==> config.mk <==
export PLATFORM = sky130hd
export DESIGN_NAME = cse_lane
export DESIGN_NICKNAME = d
export VERILOG_FILES = /design/src/rtl/cse_pkg.sv /design/src/rtl/cse_lane.sv
export SDC_FILE = /design/constraint.sdc
export NUM_CORES = 2
export LEC_CHECK = 0
export BUFFER_PORTS_ARGS = -buffer_cell sky130_fd_sc_hd__clkbuf_2
export CORE_ASPECT_RATIO = 0.8
export CORE_MARGIN = 3
export CORE_UTILIZATION = 50
export CTS_CLUSTER_DIAMETER = 200
export DETAILED_ROUTE_END_ITERATION = 10
export PLACE_DENSITY = 0.66
export SYNTH_ARGS = -nofsm -noshare
export SYNTH_HDL_FRONTEND = slang
export SYNTH_SLANG_ARGS = --single-unit
==> constraint.sdc <==
create_clock -name clk -period 7.7 [get_ports clk]
set_clock_uncertainty 0.05 [all_clocks]
set_input_delay 0.385 -clock clk [delete_from_list [all_inputs] [get_ports clk]]
set_output_delay 0.385 -clock clk [all_outputs]
set_load 0.1 [all_outputs]
==> src/rtl/cse_pkg.sv <==
// Package: constants, payload types and helpers for the cubic segment evaluator.
`default_nettype none

package cse_pkg;

	localparam int COORD_BITS    = 16;
	localparam int FRACTION_BITS = 16;
	localparam int NUM_LANES     = 3;
	localparam int NUM_TAPS      = 4;
	localparam int POINT_BITS    = 48;

	localparam int T_W    = FRACTION_BITS + 1;
	localparam int W_W    = FRACTION_BITS + 3;
	localparam int HW_W   = FRACTION_BITS + 4;
	localparam int PROD_W = COORD_BITS + W_W;
	localparam int ACC_W  = PROD_W + 2;
	localparam int Q_W    = ACC_W + 1 - FRACTION_BITS;

	localparam logic [T_W-1:0] ONE  = {1'b1, {FRACTION_BITS{1'b0}}};
	localparam logic [T_W-1:0] HALF = {2'b01, {(FRACTION_BITS - 1){1'b0}}};

	typedef enum logic [1:0] {
		MODE_LINEAR  = 2'd0,
		MODE_BEZIER  = 2'd1,
		MODE_HERMITE = 2'd2
	} curve_mode_t;

	typedef logic signed [COORD_BITS-1:0] coord_t;
	typedef logic signed [W_W-1:0]        weight_t;
	typedef weight_t [NUM_TAPS-1:0]       weight_set_t;
	typedef coord_t  [NUM_TAPS-1:0]       coord_set_t;
	typedef coord_t  [NUM_LANES-1:0]      lane_res_t;

	typedef struct packed {
		logic [POINT_BITS-1:0] point_a;
		logic [POINT_BITS-1:0] point_b;
		logic [POINT_BITS-1:0] point_c;
		logic [POINT_BITS-1:0] point_d;
		logic [T_W-1:0]        blend_fraction;
	} in_word_t;

	typedef struct packed {
		logic signed [COORD_BITS-1:0] value_x;
		logic signed [COORD_BITS-1:0] value_y;
		logic signed [COORD_BITS-1:0] value_z;
	} out_word_t;

	// per-stage advance strobes
	typedef struct packed {
		logic s8;
		logic s7;
		logic s6;
		logic s5;
		logic s4;
		logic s3;
		logic s2;
		logic s1;
	} pipe_adv_t;

	// round-to-nearest of a non-negative product of two fractions
	function automatic logic [T_W-1:0] rnd_frac(input logic [2*T_W-1:0] x);
		logic [2*T_W:0] y;
		y = {1'b0, x} + (2*T_W+1)'(HALF);
		return y[FRACTION_BITS+T_W-1:FRACTION_BITS];
	endfunction

endpackage

`default_nettype wire

==> src/rtl/cse_lane.sv <==
// One coordinate lane: weighted sum of four control coordinates, round, saturate.
`default_nettype none

module cse_lane
	import cse_pkg::*;
(
	input  wire logic        clk,
	input  wire pipe_adv_t   adv,
	input  wire coord_set_t  coords,
	input  wire weight_set_t weights_s4,
	output coord_t           res_s7
);

	coord_set_t                c_s1, c_s2, c_s3, c_s4;
	logic signed [PROD_W-1:0]  prod_s5 [NUM_TAPS];
	logic signed [ACC_W-1:0]   sum_s6;
	logic        [ACC_W:0]     biased;
	logic        [Q_W-1:0]     q;
	logic [Q_W-COORD_BITS:0]   upper;
	coord_t                    sat;

	always_ff @(posedge clk) begin
		if (adv.s1) c_s1 <= coords;
		if (adv.s2) c_s2 <= c_s1;
		if (adv.s3) c_s3 <= c_s2;
		if (adv.s4) c_s4 <= c_s3;
		if (adv.s5) begin
			for (int k = 0; k < NUM_TAPS; k++) begin
				prod_s5[k] <= c_s4[k] * weights_s4[k];
			end
		end
		if (adv.s6) begin
			sum_s6 <= ACC_W'(prod_s5[0]) + ACC_W'(prod_s5[1])
				+ ACC_W'(prod_s5[2]) + ACC_W'(prod_s5[3]);
		end
		if (adv.s7) res_s7 <= sat;
	end

	// floor((acc + half) / one), ties toward +inf
	assign biased = {sum_s6[ACC_W-1], sum_s6} + (ACC_W+1)'(HALF);
	assign q      = biased[ACC_W:FRACTION_BITS];
	assign upper  = q[Q_W-1:COORD_BITS-1];

	always_comb begin
		if ((&upper) || !(|upper)) begin
			sat = q[COORD_BITS-1:0];
		end else if (q[Q_W-1]) begin
			sat = {1'b1, {(COORD_BITS - 1){1'b0}}};
		end else begin
			sat = {1'b0, {(COORD_BITS - 1){1'b1}}};
		end
	end

endmodule

`default_nettype wire

==> results.md <==
- Row count: 114
- Final min period: about 7 ns
- Vias per std cell: ~5.2
- Total track usage: 0.233
- R2R setup slack: approximately 0.58 ns
- Pin count of the biggest net entering global routing: 93
- Io pins: around 170
- Setup violators final: 0
- Die Wd: approximately 400 um
- Clk sink count: between 400 and 500
- Max incr delay on CP: 0.78 ns
- Nets: between 7k and 8k
- Post-synthesis sequential element count: between 400 and 500
- EDFF count, synth: between 400 and 500
- PortBufs: about 160
- Pre-CTS setup slack: ~0.63 ns
- Sequential cell area fraction in the yosys report: 0.213
- MaxCap Viol Count: 0
- Ys flop type: edfxtp_1
- Most used cell, CP: fa_1
- Vias: 39.2k
- Avg Cell Area, Syn: roughly 11 um2
- Clock transition at the registers of the reported paths: roughly 0.070 ns
- Remaining routing DRC violations: 0
- Syn Nets: roughly 7.6k
- First-pass GRT wire length: between 200 and 250 mm
- Slew HR: 0.351
- Grt met2 use: 0.370
- GPL Wtd Cong: around 0.9
- Layout cells sized above 1: 0.0498
- Fin. max-slew vios: 0
- CTS tree: yes
- Area Overhead vs Synth: 7.37%
- Sequential cell area: 13000 um2
- Area of the multi-input gates: 42500 um2
- Iteration-0 DRC Markers: between 2k and 3k
- Worst-path fanout max: 19
- Clock network latency to the later pin of the worst-skew pair: about 0.66 ns
- Mapped cell area: slightly above 60000 um2
- Number of global-route vias before repair: approximately 42k
- Hold crit path type: in2reg
- Fillers: around 11k
- Req. time, crit path: around 8.0 ns
- YS warnings: 0
- CP max-delay cell: fa_1
- Synth unique cells: 77
- Crit start category: register
- Busiest grt layer: met2
- Routed WL per cell: around 19 um
- Status: finished, final reports clean
- RSZ-0062 raised after global routing: false
- Initial Utilization: 0.505
- Setup Fix Bufs, Post-CTS: 0
- Crit path kind: reg2reg
- Met1 Resource Use GR: 0.327
- Die ar.: between 100000 and 150000 um2
- Inserted Clock Buffers: between 40 and 50
- F_max: ~0.14 GHz
- Core area: between 100000 and 150000 um2
- Clk root buf: clkbuf_16
- Tcrit/Tclk final: 0.924
- Worst slew pin tran: ~0.97 ns
- Count of final hold-check violations: 0
- CP bufs+invs: 3
- Total gr overflow: 0
- Initial antenna violation count: 4
- Die height: around 320 um
- Worst Path Arrival: 7.44 ns
- Routed wire length: between 100 and 150 mm
- Clk buf depth: 3
- Drt pass-1 iters: 6
- Top cell family by delay on the critical path: adder cells
- Final HPWL DP: approximately 110 mm
- Grt met3 use: 0.0546
- Dpl cell area: between 60000 and 70000 um2
- Mapped Cells: 5744
- H-tree Lvls: 2
- Setup ws final: 0.585 ns
- Design Area, Final: 65700 um2
- Setup TNS: 0 ns
- Routed Antenna Nets: 0
- Post-synthesis async set-or-reset flop share: 0
- Cell Chain, Critical Path: nand2_1 > inv_1 > fa_1 > fa_1 > fa_1 > fa_1 > fa_1 > inv_1 > fa_1 > inv_1 > ha_1 > and3_1 > nand3_1 > or3_1 > a211oi_1 > o2111ai_1 > a211oi_1 > nor4_1 > nand3b_1
- CP Capture Type: register
-- cells in the mapped netlist, types with 6 or more instances --
cell         n  area share
or3_1        6     0.00061
o21bai_1    22      0.0027
xor2_1      54      0.0077
nor2b_1     17      0.0017
a221oi_1     7      0.0010
o21a_1      17      0.0021
a211oi_1    21      0.0026
and4_1      11      0.0016
fa_1      1286        0.42
a31oi_1     12      0.0012
nand3_1     24      0.0020
and3_1      21      0.0021
a21oi_1    126       0.010
nand2b_1    32      0.0033
nor2_1     143      0.0088
xnor2_1    119       0.017
nor3_1      22      0.0018
inv_1     1339       0.082
nand4_1      7     0.00072
clkbuf_1   169       0.010
a21o_1      62      0.0076
ha_1       387       0.079
o21ai_0     57      0.0047
buf_1        9     0.00055
nor4_1       7     0.00072
o21ai_1     25      0.0020
edfxtp_1   434        0.21
and2_1     575       0.059
nand2_1    636       0.039
o211ai_1     8     0.00098
-- flip-flops by register name, indices dropped and copies added (netlist names) --
name / flops
c_s1: 64
c_s4: 64
sum_s6: 22
c_s2: 64
prod_s5: 140
c_s3: 64
res_s7: 16
-- placed cells by master, fill, tap and decap left out, drive strengths merged, types with 84 or more instances in the layout --
cell	instances
clkbuf	213
fa	1286
edfxtp	434
xnor2	119
ha	387
a21oi	127
and2	575
o21ai	84
inv	1346
nand2	636
nor2	143
-- final timing paths --
| check | startpoint | end | cells after the start |
|---|---|---|---|
| worst max-delay path | c_s4[49] | prod_s5[3][33] | 19 |
| worst min-delay path | adv[2] | c_s3[62] | 1 |
| worst max register to register | c_s4[49] | prod_s5[3][33] | 19 |
| worst min register to register | c_s2[9] | c_s3[9] | 0 |
-- cell type report --
type	instances	share of cell area
tap	1624	0.0309
inverter	1339	0.0764
clock inverter	28	0.00398
sequential	434	0.198
antenna	4	0.000152
timing repair buffer	261	0.0263
multi-input combinational	3787	0.646
clock buffer	55	0.0180
-- cell families after synthesis --
kind of cell	synth area share
adder cells (fa/ha/maj)	0.499
XOR/XNOR	0.0247
AND/OR/NAND/NOR	0.123
multiplexers	0.000654
flip-flops	0.213
AO/OA/AOI/OAI	0.0453
buffers and inverters	0.0936
-- metal layers --
| metal | wire length [um] | up-vias |
|---|---|---|
| met1 | 60400 | 20200 |
| li1 | - | 17600 |
| met3 | 10900 | 250 |
| met4 | 3860 | 4 |
| met5 | 27 | - |
| met2 | 65600 | 1132 |
-- through the flow --
stage	hold WS (ns)	utilization	std cells
3_5_place_dp	0.355	0.525	7381
4_1_cts	0.0609	0.542	7528
6_report	0.106	0.542	7532
3_3_place_gp	0.351	0.525	7381
5_1_grt	0.0792	0.542	7528
2_1_floorplan	0.350	-	5744
-- what timing repair did --
item,4_1_cts,5_1_grt
hold buffers,64,0
gates resized for setup,0,0
setup endpoints to repair,0,0
hold endpoints to repair,64,0
Power is left out: the tool's default activity adds up to more than one toggle a clock period on the data nets, which glitch-free logic cannot reach.
