File: config.mk
export PLATFORM = sky130hd
export DESIGN_NAME = cse_weight_gen
export DESIGN_NICKNAME = d
export VERILOG_FILES = /design/src/rtl/cse_pkg.sv /design/src/rtl/cse_weight_gen.sv
export SDC_FILE = /design/constraint.sdc
export NUM_CORES = 2
export LEC_CHECK = 0
export BUFFER_PORTS_ARGS = -buffer_cell sky130_fd_sc_hd__buf_2
export CORE_UTILIZATION = 35
export DETAILED_ROUTE_END_ITERATION = 10
export PLACE_DENSITY = 0.52
export SYNTH_ARGS = -nofsm -noshare
export SYNTH_HDL_FRONTEND = slang
export SYNTH_SLANG_ARGS = --single-unit
File: constraint.sdc
create_clock -name clk -period 18.46 [get_ports clk]
set_input_delay 3.692 -clock clk [delete_from_list [all_inputs] [get_ports clk]]
set_output_delay 3.692 -clock clk [all_outputs]
set_load 0.005 [all_outputs]
File: src/rtl/cse_pkg.sv
// Package: constants, payload types and helpers for the cubic segment evaluator.
`default_nettype none

package cse_pkg;

	localparam int COORD_BITS    = 16;
	localparam int FRACTION_BITS = 16;
	localparam int NUM_LANES     = 3;
	localparam int NUM_TAPS      = 4;
	localparam int POINT_BITS    = 48;

	localparam int T_W    = FRACTION_BITS + 1;
	localparam int W_W    = FRACTION_BITS + 3;
	localparam int HW_W   = FRACTION_BITS + 4;
	localparam int PROD_W = COORD_BITS + W_W;
	localparam int ACC_W  = PROD_W + 2;
	localparam int Q_W    = ACC_W + 1 - FRACTION_BITS;

	localparam logic [T_W-1:0] ONE  = {1'b1, {FRACTION_BITS{1'b0}}};
	localparam logic [T_W-1:0] HALF = {2'b01, {(FRACTION_BITS - 1){1'b0}}};

	typedef enum logic [1:0] {
		MODE_LINEAR  = 2'd0,
		MODE_BEZIER  = 2'd1,
		MODE_HERMITE = 2'd2
	} curve_mode_t;

	typedef logic signed [COORD_BITS-1:0] coord_t;
	typedef logic signed [W_W-1:0]        weight_t;
	typedef weight_t [NUM_TAPS-1:0]       weight_set_t;
	typedef coord_t  [NUM_TAPS-1:0]       coord_set_t;
	typedef coord_t  [NUM_LANES-1:0]      lane_res_t;

	typedef struct packed {
		logic [POINT_BITS-1:0] point_a;
		logic [POINT_BITS-1:0] point_b;
		logic [POINT_BITS-1:0] point_c;
		logic [POINT_BITS-1:0] point_d;
		logic [T_W-1:0]        blend_fraction;
	} in_word_t;

	typedef struct packed {
		logic signed [COORD_BITS-1:0] value_x;
		logic signed [COORD_BITS-1:0] value_y;
		logic signed [COORD_BITS-1:0] value_z;
	} out_word_t;

	// per-stage advance strobes
	typedef struct packed {
		logic s8;
		logic s7;
		logic s6;
		logic s5;
		logic s4;
		logic s3;
		logic s2;
		logic s1;
	} pipe_adv_t;

	// round-to-nearest of a non-negative product of two fractions
	function automatic logic [T_W-1:0] rnd_frac(input logic [2*T_W-1:0] x);
		logic [2*T_W:0] y;
		y = {1'b0, x} + (2*T_W+1)'(HALF);
		return y[FRACTION_BITS+T_W-1:FRACTION_BITS];
	endfunction

endpackage

`default_nettype wire

File: src/rtl/cse_weight_gen.sv
// Blend weight pipeline: clamp, powers of t and 1-t, per-mode basis weights.
`default_nettype none

module cse_weight_gen
	import cse_pkg::*;
(
	input  wire logic        clk,
	input  wire pipe_adv_t   adv,
	input  wire curve_mode_t mode,
	input  wire [T_W-1:0]    blend_fraction,
	output weight_set_t      weights_s4
);

	logic [T_W-1:0] t_clamp;
	logic [T_W-1:0] t_s1, s_s1;
	logic [T_W-1:0] t_s2, s_s2, t2_s2, s2_s2;
	logic [T_W-1:0] t_s3, t2_s3, t3_s3, s_s3, s3_s3, ts2_s3, t2s_s3;
	curve_mode_t    mode_s1, mode_s2, mode_s3;

	logic signed [HW_W-1:0] t_e, t2_e, t3_e, s_e, s3_e, ts2_e, t2s_e, one_e;
	weight_t                w_nxt [NUM_TAPS];

	assign t_clamp = (blend_fraction > ONE) ? ONE : blend_fraction;

	always_ff @(posedge clk) begin
		if (adv.s1) begin
			t_s1    <= t_clamp;
			s_s1    <= ONE - t_clamp;
			mode_s1 <= mode;
		end
		if (adv.s2) begin
			t_s2    <= t_s1;
			s_s2    <= s_s1;
			t2_s2   <= rnd_frac(t_s1 * t_s1);
			s2_s2   <= rnd_frac(s_s1 * s_s1);
			mode_s2 <= mode_s1;
		end
		if (adv.s3) begin
			t_s3    <= t_s2;
			s_s3    <= s_s2;
			t2_s3   <= t2_s2;
			t3_s3   <= rnd_frac(t2_s2 * t_s2);
			s3_s3   <= rnd_frac(s2_s2 * s_s2);
			ts2_s3  <= rnd_frac(t_s2 * s2_s2);
			t2s_s3  <= rnd_frac(t2_s2 * s_s2);
			mode_s3 <= mode_s2;
		end
	end

	assign t_e   = $signed(HW_W'(t_s3));
	assign t2_e  = $signed(HW_W'(t2_s3));
	assign t3_e  = $signed(HW_W'(t3_s3));
	assign s_e   = $signed(HW_W'(s_s3));
	assign s3_e  = $signed(HW_W'(s3_s3));
	assign ts2_e = $signed(HW_W'(ts2_s3));
	assign t2s_e = $signed(HW_W'(t2s_s3));
	assign one_e = $signed(HW_W'(ONE));

	always_comb begin
		case (mode_s3)
			MODE_LINEAR: begin
				w_nxt[0] = W_W'(s_e);
				w_nxt[1] = '0;
				w_nxt[2] = '0;
				w_nxt[3] = W_W'(t_e);
			end
			MODE_BEZIER: begin
				w_nxt[0] = W_W'(s3_e);
				w_nxt[1] = W_W'(ts2_e + (ts2_e <<< 1));
				w_nxt[2] = W_W'(t2s_e + (t2s_e <<< 1));
				w_nxt[3] = W_W'(t3_e);
			end
			MODE_HERMITE: begin
				w_nxt[0] = W_W'((t3_e <<< 1) - (t2_e + (t2_e <<< 1)) + one_e);
				w_nxt[1] = W_W'(t3_e - (t2_e <<< 1) + t_e);
				w_nxt[2] = W_W'((t2_e + (t2_e <<< 1)) - (t3_e <<< 1));
				w_nxt[3] = W_W'(t3_e - t2_e);
			end
			default: begin
				w_nxt[0] = '0;
				w_nxt[1] = '0;
				w_nxt[2] = '0;
				w_nxt[3] = '0;
			end
		endcase
	end

	always_ff @(posedge clk) begin
		if (adv.s4) begin
			for (int k = 0; k < NUM_TAPS; k++) begin
				weights_s4[k] <= w_nxt[k];
			end
		end
	end

endmodule

`default_nettype wire

==> flow_summary.toml <==
[timing]
hold_viol_final = 0
period_share = 0.4000
rsz0062_at_grt = "false"
slew_headroom = 0.2953
skew_ns = 0.04420
setup_viol = 0
maxSlewViolCount = 0
tightest_slew_ns = 1.057
finalCriticalPeriod_ns = 7.384
clock.fmax_ghz = 0.1354
fin_setup_tns_ns = 0

[routing]
drt_pass1_iterations = 6
vias_per_cell = 4.842
antenna_left = 0
routed_wl_mm = 178.2
drt_iter0_markers = 2553
wire_per_inst_um = 18.43
vias = 46825
drcViolationCount = 0

[logic_synthesis]
synth_nets = 9282
syn-instance-count = 7145
yosys_warnings = 0
synthTopCellsByArea = "fa_1, ha_1, edfxtp_1, inv_1, and2_1"
synth_top_area_frac = 0.3805
yosysSeqAreaShare = 0.1313
synth_most_common_cell = "inv_1"
synthArstFlopShare = 0
ys.flop_type = "edfxtp_1"
synth_top_area_cell = "fa_1"
yosys-top-cells-count = "inv_1, fa_1, ha_1, nand2_1, and2_1"
avgSynthCellArea_um2 = 9.572
ys_types = 85
synth-seq-cells = 299
synth.cell_area_mm2 = 0.06839
synth_edf_count = 299

[placed_design]
io_buffers = 99
hpwl_mm = 132.1
dp.cells = 9597
routabilityCongestion = 0.8734

[finish]
nets = 9249
final_cells = 9671
area_delta_synth_final_pct = 6.895
drive_gt1_frac = 0.04200
fin_util = 0.3781
fillers = 19466

[status]
status = "finished, final reports clean"

[cts]
cts_tree = "built"
numCtsBuffers = 39
cts_buffer_depth = 3
htreeDepth = 2
cts.sinks = 299
ctsResizeCount = 0
post_cts_buffers = 0
clk_pin_slew_worst_paths_ns = 0.07
ctsHoldBuffers = 0
cts-root-buf = "clkbuf_16"
worstSkewPairLatency_ns = 0.65

[floorplan]
floorplan.initialDensity = 0.3537
die_width_um = 444.1
die_area_mm2 = 0.1972
die_h_um = 444.1
ios = 104
coreArea_mm2 = 0.1934
rows = 161

[global_routing]
grt_antenna_before_repair = 5
grt_pass1_vias = 50484
grt_use_total = 0.1854
grt_overflow_total = 0
grt_pass1_wl_mm = 286.0
grt_max_degree = 76

[setup_path]
critPathLaunchType = "flop"
path_class = "flop to flop"
cp-end-kind = "flop"
crit_arrival_ns = 7.80
crit_fanout = 14
cp.required_ns = 18.88

[job]
cap_violations = 0

[min_path]
min_path_type = "flop to flop"
-- through the flow --
stage                     hold slack [ns]  setup WS (ns)  instance area (um2)
final                              0.5725          11.08                73110
after global routing               0.6033          10.56                73110
after CTS                          0.5950          10.97                73110
after detailed placement           0.5599          11.00                71760
after global placement             0.5536          11.07                71760
after floorplan                    0.4003          11.90                68390
-- placed cells by master, fill, tap and decap left out, types with 7 or more instances in the layout --
master | Yosys | final
inv_1 | 1760 | 1760
fa_1 | 1300 | 1300
ha_1 | 809 | 809
nand2_1 | 741 | 741
and2_1 | 740 | 740
edfxtp_1 | 299 | 299
a21oi_1 | 155 | 155
xnor2_1 | 149 | 149
nor2_1 | 134 | 134
buf_2 | 0 | 96
buf_4 | 1 | 96
o21ai_0 | 95 | 95
xor2_1 | 83 | 83
a21o_1 | 66 | 66
nor3_1 | 51 | 51
o22ai_1 | 49 | 49
nand3_1 | 39 | 39
clkbuf_16 | 0 | 39
nor2b_1 | 38 | 38
mux2i_1 | 35 | 35
nand2b_1 | 30 | 29
o21a_1 | 29 | 29
and3_1 | 28 | 28
a31oi_1 | 18 | 18
o21bai_1 | 16 | 16
o211ai_1 | 15 | 15
or2_2 | 14 | 14
or3_1 | 14 | 14
a211oi_1 | 14 | 14
a211o_1 | 11 | 11
nand4_1 | 10 | 10
and4_1 | 9 | 9
o31ai_1 | 8 | 8
a21boi_0 | 7 | 7
a2111oi_0 | 7 | 7
clkinvlp_4 | 0 | 7
-- kinds of logic after synthesis --
logic type / Yosys count / synth area share
compound gates: 566 / 0.05483
xor+xnor: 232 / 0.02971
fa+ha+maj: 2109 / 0.5285
buf+inv: 2026 / 0.1112
flops: 299 / 0.1313
mux: 37 / 0.005452
simple gates: 1876 / 0.1390
-- sequential cells by signal, summed over array words and instances (netlist names), 16 cells and up --
signal,flops
s3_s3,17
s_s3,16
t_s1,17
t3_s3,17
weights_s4,75
t_s3,17
t_s2,17
t2_s2,17
t2_s3,17
s_s1,16
t2s_s3,17
s_s2,16
ts2_s3,17
s2_s2,17
-- area by class of cell --
type / count / area [um2] / share of cell area
multi-input cells: 4820 / 51810 / 0.7087
flip-flops and latches: 299 / 8979 / 0.1228
inverters: 1760 / 6606 / 0.09036
well taps: 2526 / 3161 / 0.04323
repair buffers: 192 / 1201 / 0.01643
clock buffers: 40 / 979.7 / 0.01340
clock inverters: 32 / 369.1 / 0.005049
diodes: 2 / 5.005 / 0.00006846
-- critical path, cell delays in order, from the launching register on --
cell and delay, ns:
edfxtp_1 0.89, inv_1 0.37, nor2_1 0.36, fa_1 0.46, inv_1 0.09, fa_1 0.43
fa_1 0.52, inv_1 0.05, fa_1 0.50, fa_1 0.51, inv_1 0.05, fa_1 0.47
inv_1 0.04, ha_1 0.27, o21ai_0 0.15, nand2b_1 0.08, a41oi_1 0.22, a31oi_1 0.14
a31o_2 0.34, o41a_1 0.45, a221oi_4 0.37, nor2b_1 0.21, xnor2_1 0.20
-- layer usage --
layer	global-route usage	wire, um	vias to the layer above
met4	0.03777	3446	0
met3	0.02297	8782	157
met1	0.2657	84640	24037
met5	0	0	-
li1	-	-	21643
met2	0.3000	81370	988
-- worst paths after layout --
check | slack, ns | depth (start not counted) | start | end
max | 11.08 | 22 | s_s1[11] | s2_s2[13]
min | 0.57 | 0 | mode_s1[0] | mode_s2[0]
max reg2reg | 11.08 | 22 | s_s1[11] | s2_s2[13]
min reg2reg | 0.57 | 0 | mode_s1[0] | mode_s2[0]
Power is not shown: default switching activity piles up to over one toggle a cycle in this logic, so the estimate is an artifact.
