### src/rtl/cse_pkg.sv
// Package: constants, payload types and helpers for the cubic segment evaluator.
`default_nettype none

package cse_pkg;

	localparam int COORD_BITS    = 16;
	localparam int FRACTION_BITS = 16;
	localparam int NUM_LANES     = 3;
	localparam int NUM_TAPS      = 4;
	localparam int POINT_BITS    = 48;

	localparam int T_W    = FRACTION_BITS + 1;
	localparam int W_W    = FRACTION_BITS + 3;
	localparam int HW_W   = FRACTION_BITS + 4;
	localparam int PROD_W = COORD_BITS + W_W;
	localparam int ACC_W  = PROD_W + 2;
	localparam int Q_W    = ACC_W + 1 - FRACTION_BITS;

	localparam logic [T_W-1:0] ONE  = {1'b1, {FRACTION_BITS{1'b0}}};
	localparam logic [T_W-1:0] HALF = {2'b01, {(FRACTION_BITS - 1){1'b0}}};

	typedef enum logic [1:0] {
		MODE_LINEAR  = 2'd0,
		MODE_BEZIER  = 2'd1,
		MODE_HERMITE = 2'd2
	} curve_mode_t;

	typedef logic signed [COORD_BITS-1:0] coord_t;
	typedef logic signed [W_W-1:0]        weight_t;
	typedef weight_t [NUM_TAPS-1:0]       weight_set_t;
	typedef coord_t  [NUM_TAPS-1:0]       coord_set_t;
	typedef coord_t  [NUM_LANES-1:0]      lane_res_t;

	typedef struct packed {
		logic [POINT_BITS-1:0] point_a;
		logic [POINT_BITS-1:0] point_b;
		logic [POINT_BITS-1:0] point_c;
		logic [POINT_BITS-1:0] point_d;
		logic [T_W-1:0]        blend_fraction;
	} in_word_t;

	typedef struct packed {
		logic signed [COORD_BITS-1:0] value_x;
		logic signed [COORD_BITS-1:0] value_y;
		logic signed [COORD_BITS-1:0] value_z;
	} out_word_t;

	// per-stage advance strobes
	typedef struct packed {
		logic s8;
		logic s7;
		logic s6;
		logic s5;
		logic s4;
		logic s3;
		logic s2;
		logic s1;
	} pipe_adv_t;

	// round-to-nearest of a non-negative product of two fractions
	function automatic logic [T_W-1:0] rnd_frac(input logic [2*T_W-1:0] x);
		logic [2*T_W:0] y;
		y = {1'b0, x} + (2*T_W+1)'(HALF);
		return y[FRACTION_BITS+T_W-1:FRACTION_BITS];
	endfunction

endpackage

`default_nettype wire

### src/rtl/cse_merge.sv
// Output stage: gathers the three lane results into the output word register.
`default_nettype none

module cse_merge
	import cse_pkg::*;
(
	input  wire logic      clk,
	input  wire pipe_adv_t adv,
	input  wire lane_res_t lane_res_s7,
	output out_word_t      out_word_q
);

	always_ff @(posedge clk) begin
		if (adv.s8) begin
			out_word_q.value_x <= lane_res_s7[0];
			out_word_q.value_y <= lane_res_s7[1];
			out_word_q.value_z <= lane_res_s7[2];
		end
	end

endmodule

`default_nettype wire

### config.mk
export PLATFORM = sky130hd
export DESIGN_NAME = cse_merge
export DESIGN_NICKNAME = d
export VERILOG_FILES = /design/src/rtl/cse_pkg.sv /design/src/rtl/cse_merge.sv
export SDC_FILE = /design/constraint.sdc
export NUM_CORES = 1
export LEC_CHECK = 0
export BUFFER_PORTS_ARGS = -buffer_cell sky130_fd_sc_hd__clkbuf_2
export CAP_MARGIN = 20
export CORE_MARGIN = 1.5
export CORE_UTILIZATION = 25
export CTS_CLUSTER_SIZE = 28
export DETAILED_ROUTE_END_ITERATION = 7
export HOLD_SLACK_MARGIN = 0.15
export SETUP_SLACK_MARGIN = 0.5
export SKIP_LAST_GASP = 1
export SLEW_MARGIN = 20
export SYNTH_ARGS = -nofsm -noshare
export SYNTH_HDL_FRONTEND = slang
export SYNTH_SLANG_ARGS = --single-unit
export TNS_END_PERCENT = 30
### constraint.sdc
create_clock -name clk -period 0.8 [get_ports clk]
set_input_delay 0.04 -clock clk [delete_from_list [all_inputs] [get_ports clk]]
set_output_delay 0.04 -clock clk [all_outputs]
set_load 0.005 [all_outputs]
==> impl_metrics.json, run 1 <==
{
  "status": "finished, violations left",
  "violations": "hold timing, setup timing",
  "place_congestion": 0.619,
  "yosysUniqueCellTypes": 1,
  "synthCells": 48,
  "worst_setup_path_end_kind": "primary output",
  "antenna_found_initial": 0,
  "yosysTopAreaCellShare": 1.00,
  "slowest_stage": "edfxtp_1",
  "finalInstanceArea_sq_um": 2130,
  "largest_reg_flops": 48,
  "cp.arrival_ps": 810,
  "fillers": 539,
  "largest_register": "out_word_q",
  "yosys_warnings": 0,
  "syn_to_final_growth_pct": 48.1,
  "cts_buffers": 5,
  "worst_pin_slew_ps": 162,
  "final_nets": 211,
  "overflow": 0,
  "p_comb_frac": 0.085,
  "multi_input_gates": 0,
  "powerDensity_nw_per_um2": 2220,
  "fin_ws_ps": -49.8,
  "drive_gt1_frac": 0.682,
  "cp.buffers_inverters": 1,
  "vias_per_cell": 3.78,
  "cp_top_family": "flip-flops",
  "grt_pass1_vias": 917,
  "antenna-diode-count": 0,
  "coreArea_sq_um": 5540,
  "synth_area_sq_um": 1440,
  "critPathRequiredTime_ps": 760,
  "drc": 0,
  "clockBufferDepth": 2,
  "ys_ff_latch": 48,
  "path_cells": "clkbuf_2",
  "std_cell_rows": 27,
  "wl_per_cell_um": 13.1,
  "crit_type": "reg -> out",
  "p_clk_frac": 0.276,
  "port_buffers": 97,
  "ant_nets": 0,
  "cp_slowest_stage_delay_ps": 390,
  "fin_util": 0.385,
  "dr.pass1.iters": 4,
  "die_area_sq_um": 6230,
  "grt_pass1_wl_um": 4390,
  "slew_headroom": 0.892,
  "grt_max_degree": 31,
  "max_freq_mhz": 1180,
  "cts_setup_buffers": 0,
  "holdWs_ps": -79.6,
  "ys_seq_area_frac": 1.00,
  "top_regs": "out_word_q: 48 flops",
  "max-vdd-ir-drop_mv": 0.991,
  "dpl_worst_slack_ps": 79.4,
  "place_hpwl_um": 2360,
  "cap_violations": 0,
  "syn_area_per_cell_sq_um": 30.0,
  "multi_input_area_sq_um": 0,
  "leakage_nw": 0.932,
  "htree_levels": 2,
  "grt_use_total": 0.0978,
  "rsz0062_at_grt": "true",
  "vias": 855,
  "drt_iter0_drc": 38,
  "maxSlewViolCount": 0,
  "yosys-top-cells-area": "edfxtp_1 100%",
  "swShare": 0.199,
  "synth_nets": 105,
  "intPower_w": 0.00380,
  "setup_viol": 46,
  "ios": 105,
  "initial_utilization": 0.260,
  "clockRootBuffer": "clkbuf_8",
  "power.total_w": 0.00474,
  "p_switching_w": 0.000944,
  "hp-class": "in -> reg",
  "wl_um": 2970,
  "dpl_cell_area_sq_um": 2060,
  "path_clk_slew_ps": 80,
  "path_max_fanout": 1,
  "fin_crit_ps": 850,
  "cts_tree": "built",
  "hold_violations": 48,
  "dieWidth_um": 78.9,
  "die_height_um": 78.9,
  "start_kind": "register",
  "setup_tns_ps": -697,
  "p_seq_frac": 0.639,
  "period_share": 1.06,
  "clock-sinks": 48,
  "synth_top_cell_by_area": "edfxtp_1"
}
## logic make-up after synthesis
group  share of synthesized area
DFF                         1.00
## through the flow
| stage | hold slack, ps | std cells |
|---|---|---|
| after floorplan | 139 | 48 |
| after global placement | 216 | 219 |
| after detailed placement | 219 | 219 |
| after CTS | -93.2 | 226 |
| after global routing | -101 | 226 |
| final | -79.6 | 226 |
## cell type report
cell class	instances	area [sq um]	area share
clock inverter	1	5.00	0.00234
sequential	48	1440	0.675
timing repair buffer	99	526	0.246
tap	72	90.1	0.0422
clock buffer	6	72.6	0.0340
## per-layer routing
layer  share of wire  GRT usage
met5               0          0
met3            0.11     0.0471
met1            0.38      0.105
met2            0.50      0.164
met4           0.014     0.0421
## placed cells by master, fill, tap and decap left out
cell type	instances
clkbuf_2	96
edfxtp_1	48
clkbuf_8	5
buf_12	2
clkinv_2	1
clkbuf_1	1
buf_2	1
## power groups by stage
stage | Combinational, W | Sequential (W) | Clock [W]
3_3_place_gp | 0.000408 | 0.00309 | 0
5_1_grt | 0.000441 | 0.00305 | 0.00149
4_1_cts | 0.000415 | 0.00304 | 0.00139
3_5_place_dp | 0.000415 | 0.00310 | 0
2_1_floorplan | 0 | 0.00312 | 0
6_report | 0.000401 | 0.00303 | 0.00131
## Yosys cell counts (all sizes together)
cell    number
edfxtp      48
## final timing paths
check / slack [ps] / cells after the start / startpoint / to
max: -50 / 1 / out_word_q[6] / out_word_q[6]
min: -80 / 1 / lane_res_s7[19] / out_word_q[19]
## timing repair
item	in CTS	in global routing
resized for setup	0	1
hold endpoints to repair	48	48
endpoints found under the setup margin	96	96
Note: power is estimated with default switching activity, not from simulation.
==> inputs of run 2 (changes only) <==
==> constraint.sdc (replaced) <==
create_clock -name clk -period 0.8 [get_ports clk]
set_input_delay 0.16 -clock clk [delete_from_list [all_inputs] [get_ports clk]]
set_output_delay 0.16 -clock clk [all_outputs]
set_load 0.005 [all_outputs]
==> run 2 against run 1 <==
Compared with the run above: critical endpoint is now out_word_q[44]; setup slack got worse by 130 ps; die area unchanged; the flow finishes with violations (setup timing); first-iteration DRC count decreased by 61%; sequential share of layout area decreased by 0.55 points.
==> impl_metrics.json, run 2 (synthesis gave the netlist of run 1 again) <==
{
  "fin_ws_ps": -182,
  "cts_tree": "built",
  "critical_path_cell_count": 1,
  "grt_use_met1": 0.122,
  "use_met3": 0.0460,
  "cts_buffers": 5,
  "place_inst": 220,
  "p_comb_frac": 0.084,
  "final_common_cell": "clkbuf_2",
  "wl_per_cell_um": 12.8,
  "dpl_cell_area_sq_um": 2060,
  "p_seq_frac": 0.629,
  "powerDensity_nw_per_um2": 2240,
  "hp-class": "in -> reg",
  "cp_slowest_stage_delay_ps": 400,
  "intPower_w": 0.00381,
  "dpl_worst_slack_ps": -30.6,
  "dr.pass1.iters": 4,
  "cp_top_family": "flip-flops",
  "vias_per_cell": 3.80,
  "die_area_sq_um": 6230,
  "setup_viol": 48,
  "place_congestion": 0.621,
  "antenna-diode-count": 0,
  "die_height_um": 78.9,
  "status": "finished, violations left",
  "cap_violations": 0,
  "drc": 0,
  "final_cell_mix": "91 x clkbuf_2, 48 x edfxtp_1, 6 x buf_2",
  "fin_crit_ps": 982,
  "grt_use_total": 0.0981,
  "path_clk_slew_ps": 90,
  "clock-sinks": 48,
  "initial_utilization": 0.260,
  "grt_max_degree": 26,
  "start_kind": "register",
  "syn_to_final_growth_pct": 49.3,
  "holdWs_ps": 34.2,
  "grt_pass1_wl_um": 4380,
  "clockRootBuffer": "clkbuf_8",
  "worst_pin_slew_ps": 140,
  "period_share": 1.23,
  "slowest_stage": "edfxtp_1",
  "finalNonFillerCells": 228,
  "finalInstanceArea_sq_um": 2150,
  "swShare": 0.209,
  "multi_input_area_sq_um": 0,
  "hold_violations": 0,
  "leakage_nw": 0.933,
  "port_buffers": 97,
  "std_cell_rows": 27,
  "top_regs": "out_word_q: 48 flops",
  "drt_iter0_drc": 15,
  "htree_levels": 2,
  "setup_tns_ps": -6870,
  "wl_um": 2930,
  "cp-endpoint": "out_word_q[44]",
  "max_freq_mhz": 1020,
  "use_met2": 0.142,
  "violations": "setup timing",
  "cp.arrival_ps": 820,
  "coreArea_sq_um": 5540,
  "maxSlewViolCount": 0,
  "grt-busiest-layer": "met2",
  "rsz0062_at_grt": "true",
  "drive_gt1_frac": 0.686,
  "grt_pass1_vias": 892,
  "largest_reg_flops": 48,
  "crit_type": "reg -> out",
  "worst_setup_path_end_kind": "primary output",
  "cts_setup_buffers": 0,
  "clockBufferDepth": 2,
  "overflow": 0,
  "max-vdd-ir-drop_mv": 0.779,
  "p_clk_frac": 0.287,
  "critPathRequiredTime_ps": 640,
  "cp.buffers_inverters": 1,
  "largest_register": "out_word_q",
  "p_switching_w": 0.00101,
  "final_nets": 212,
  "path_cells": "clkbuf_2",
  "vias": 866,
  "antenna_found_initial": 0,
  "slew_headroom": 0.907,
  "ios": 105,
  "dieWidth_um": 78.9,
  "path_max_fanout": 1,
  "multi_input_gates": 0,
  "crit_start": "out_word_q[44]",
  "ant_nets": 0
}
run 2: metrics by stage:
step            util  total power [W]
2_1_floorplan      -          0.00312
3_3_place_gp   0.373          0.00350
3_5_place_dp   0.373          0.00351
4_1_cts        0.388          0.00491
5_1_grt        0.388          0.00506
6_report       0.388          0.00482
run 2: cell type report:
| class | count | area (sq um) |
|---|---|---|
| Clock buffer | 5 | 68.8 |
| Fill cell | 550 | 3390 |
| Sequential cell | 48 | 1440 |
| Tap cell | 72 | 90.1 |
| Clock inverter | 3 | 18.8 |
| Timing Repair Buffer | 100 | 533 |
run 2: timing repair:
| item | CTS | global route |
|---|---|---|
| pin swaps | 0 | 0 |
| gates resized for setup | 0 | 6 |
| setup endpoints to repair | 96 | 96 |
| endpoints found under the hold margin | 48 | 48 |
run 2: worst min-delay path by stage:
stage,start,endpoint,cells past startpoint
after floorplan,lane_res_s7[32],out_word_q[0],0
after global placement,lane_res_s7[0],out_word_q[32],1
after detailed placement,lane_res_s7[45],out_word_q[13],1
after CTS,lane_res_s7[46],out_word_q[14],1
after global routing,lane_res_s7[46],out_word_q[14],1
final,lane_res_s7[45],out_word_q[13],1
run 2: power by group through the flow:
stage | clock, W | sequential, W | combinational, W
finish | 0.00138 | 0.00303 | 0.000405
global route | 0.00156 | 0.00305 | 0.000446
CTS | 0.00146 | 0.00304 | 0.000417
detailed placement | 0 | 0.00309 | 0.000417
global placement | 0 | 0.00309 | 0.000410
floorplan | 0 | 0.00312 | 0
run 2: layer usage:
layer	share of wire	vias up
met2	0.48	57
met4	0.017	0
li1	-	405
met5	0	-
met3	0.095	5
met1	0.41	399
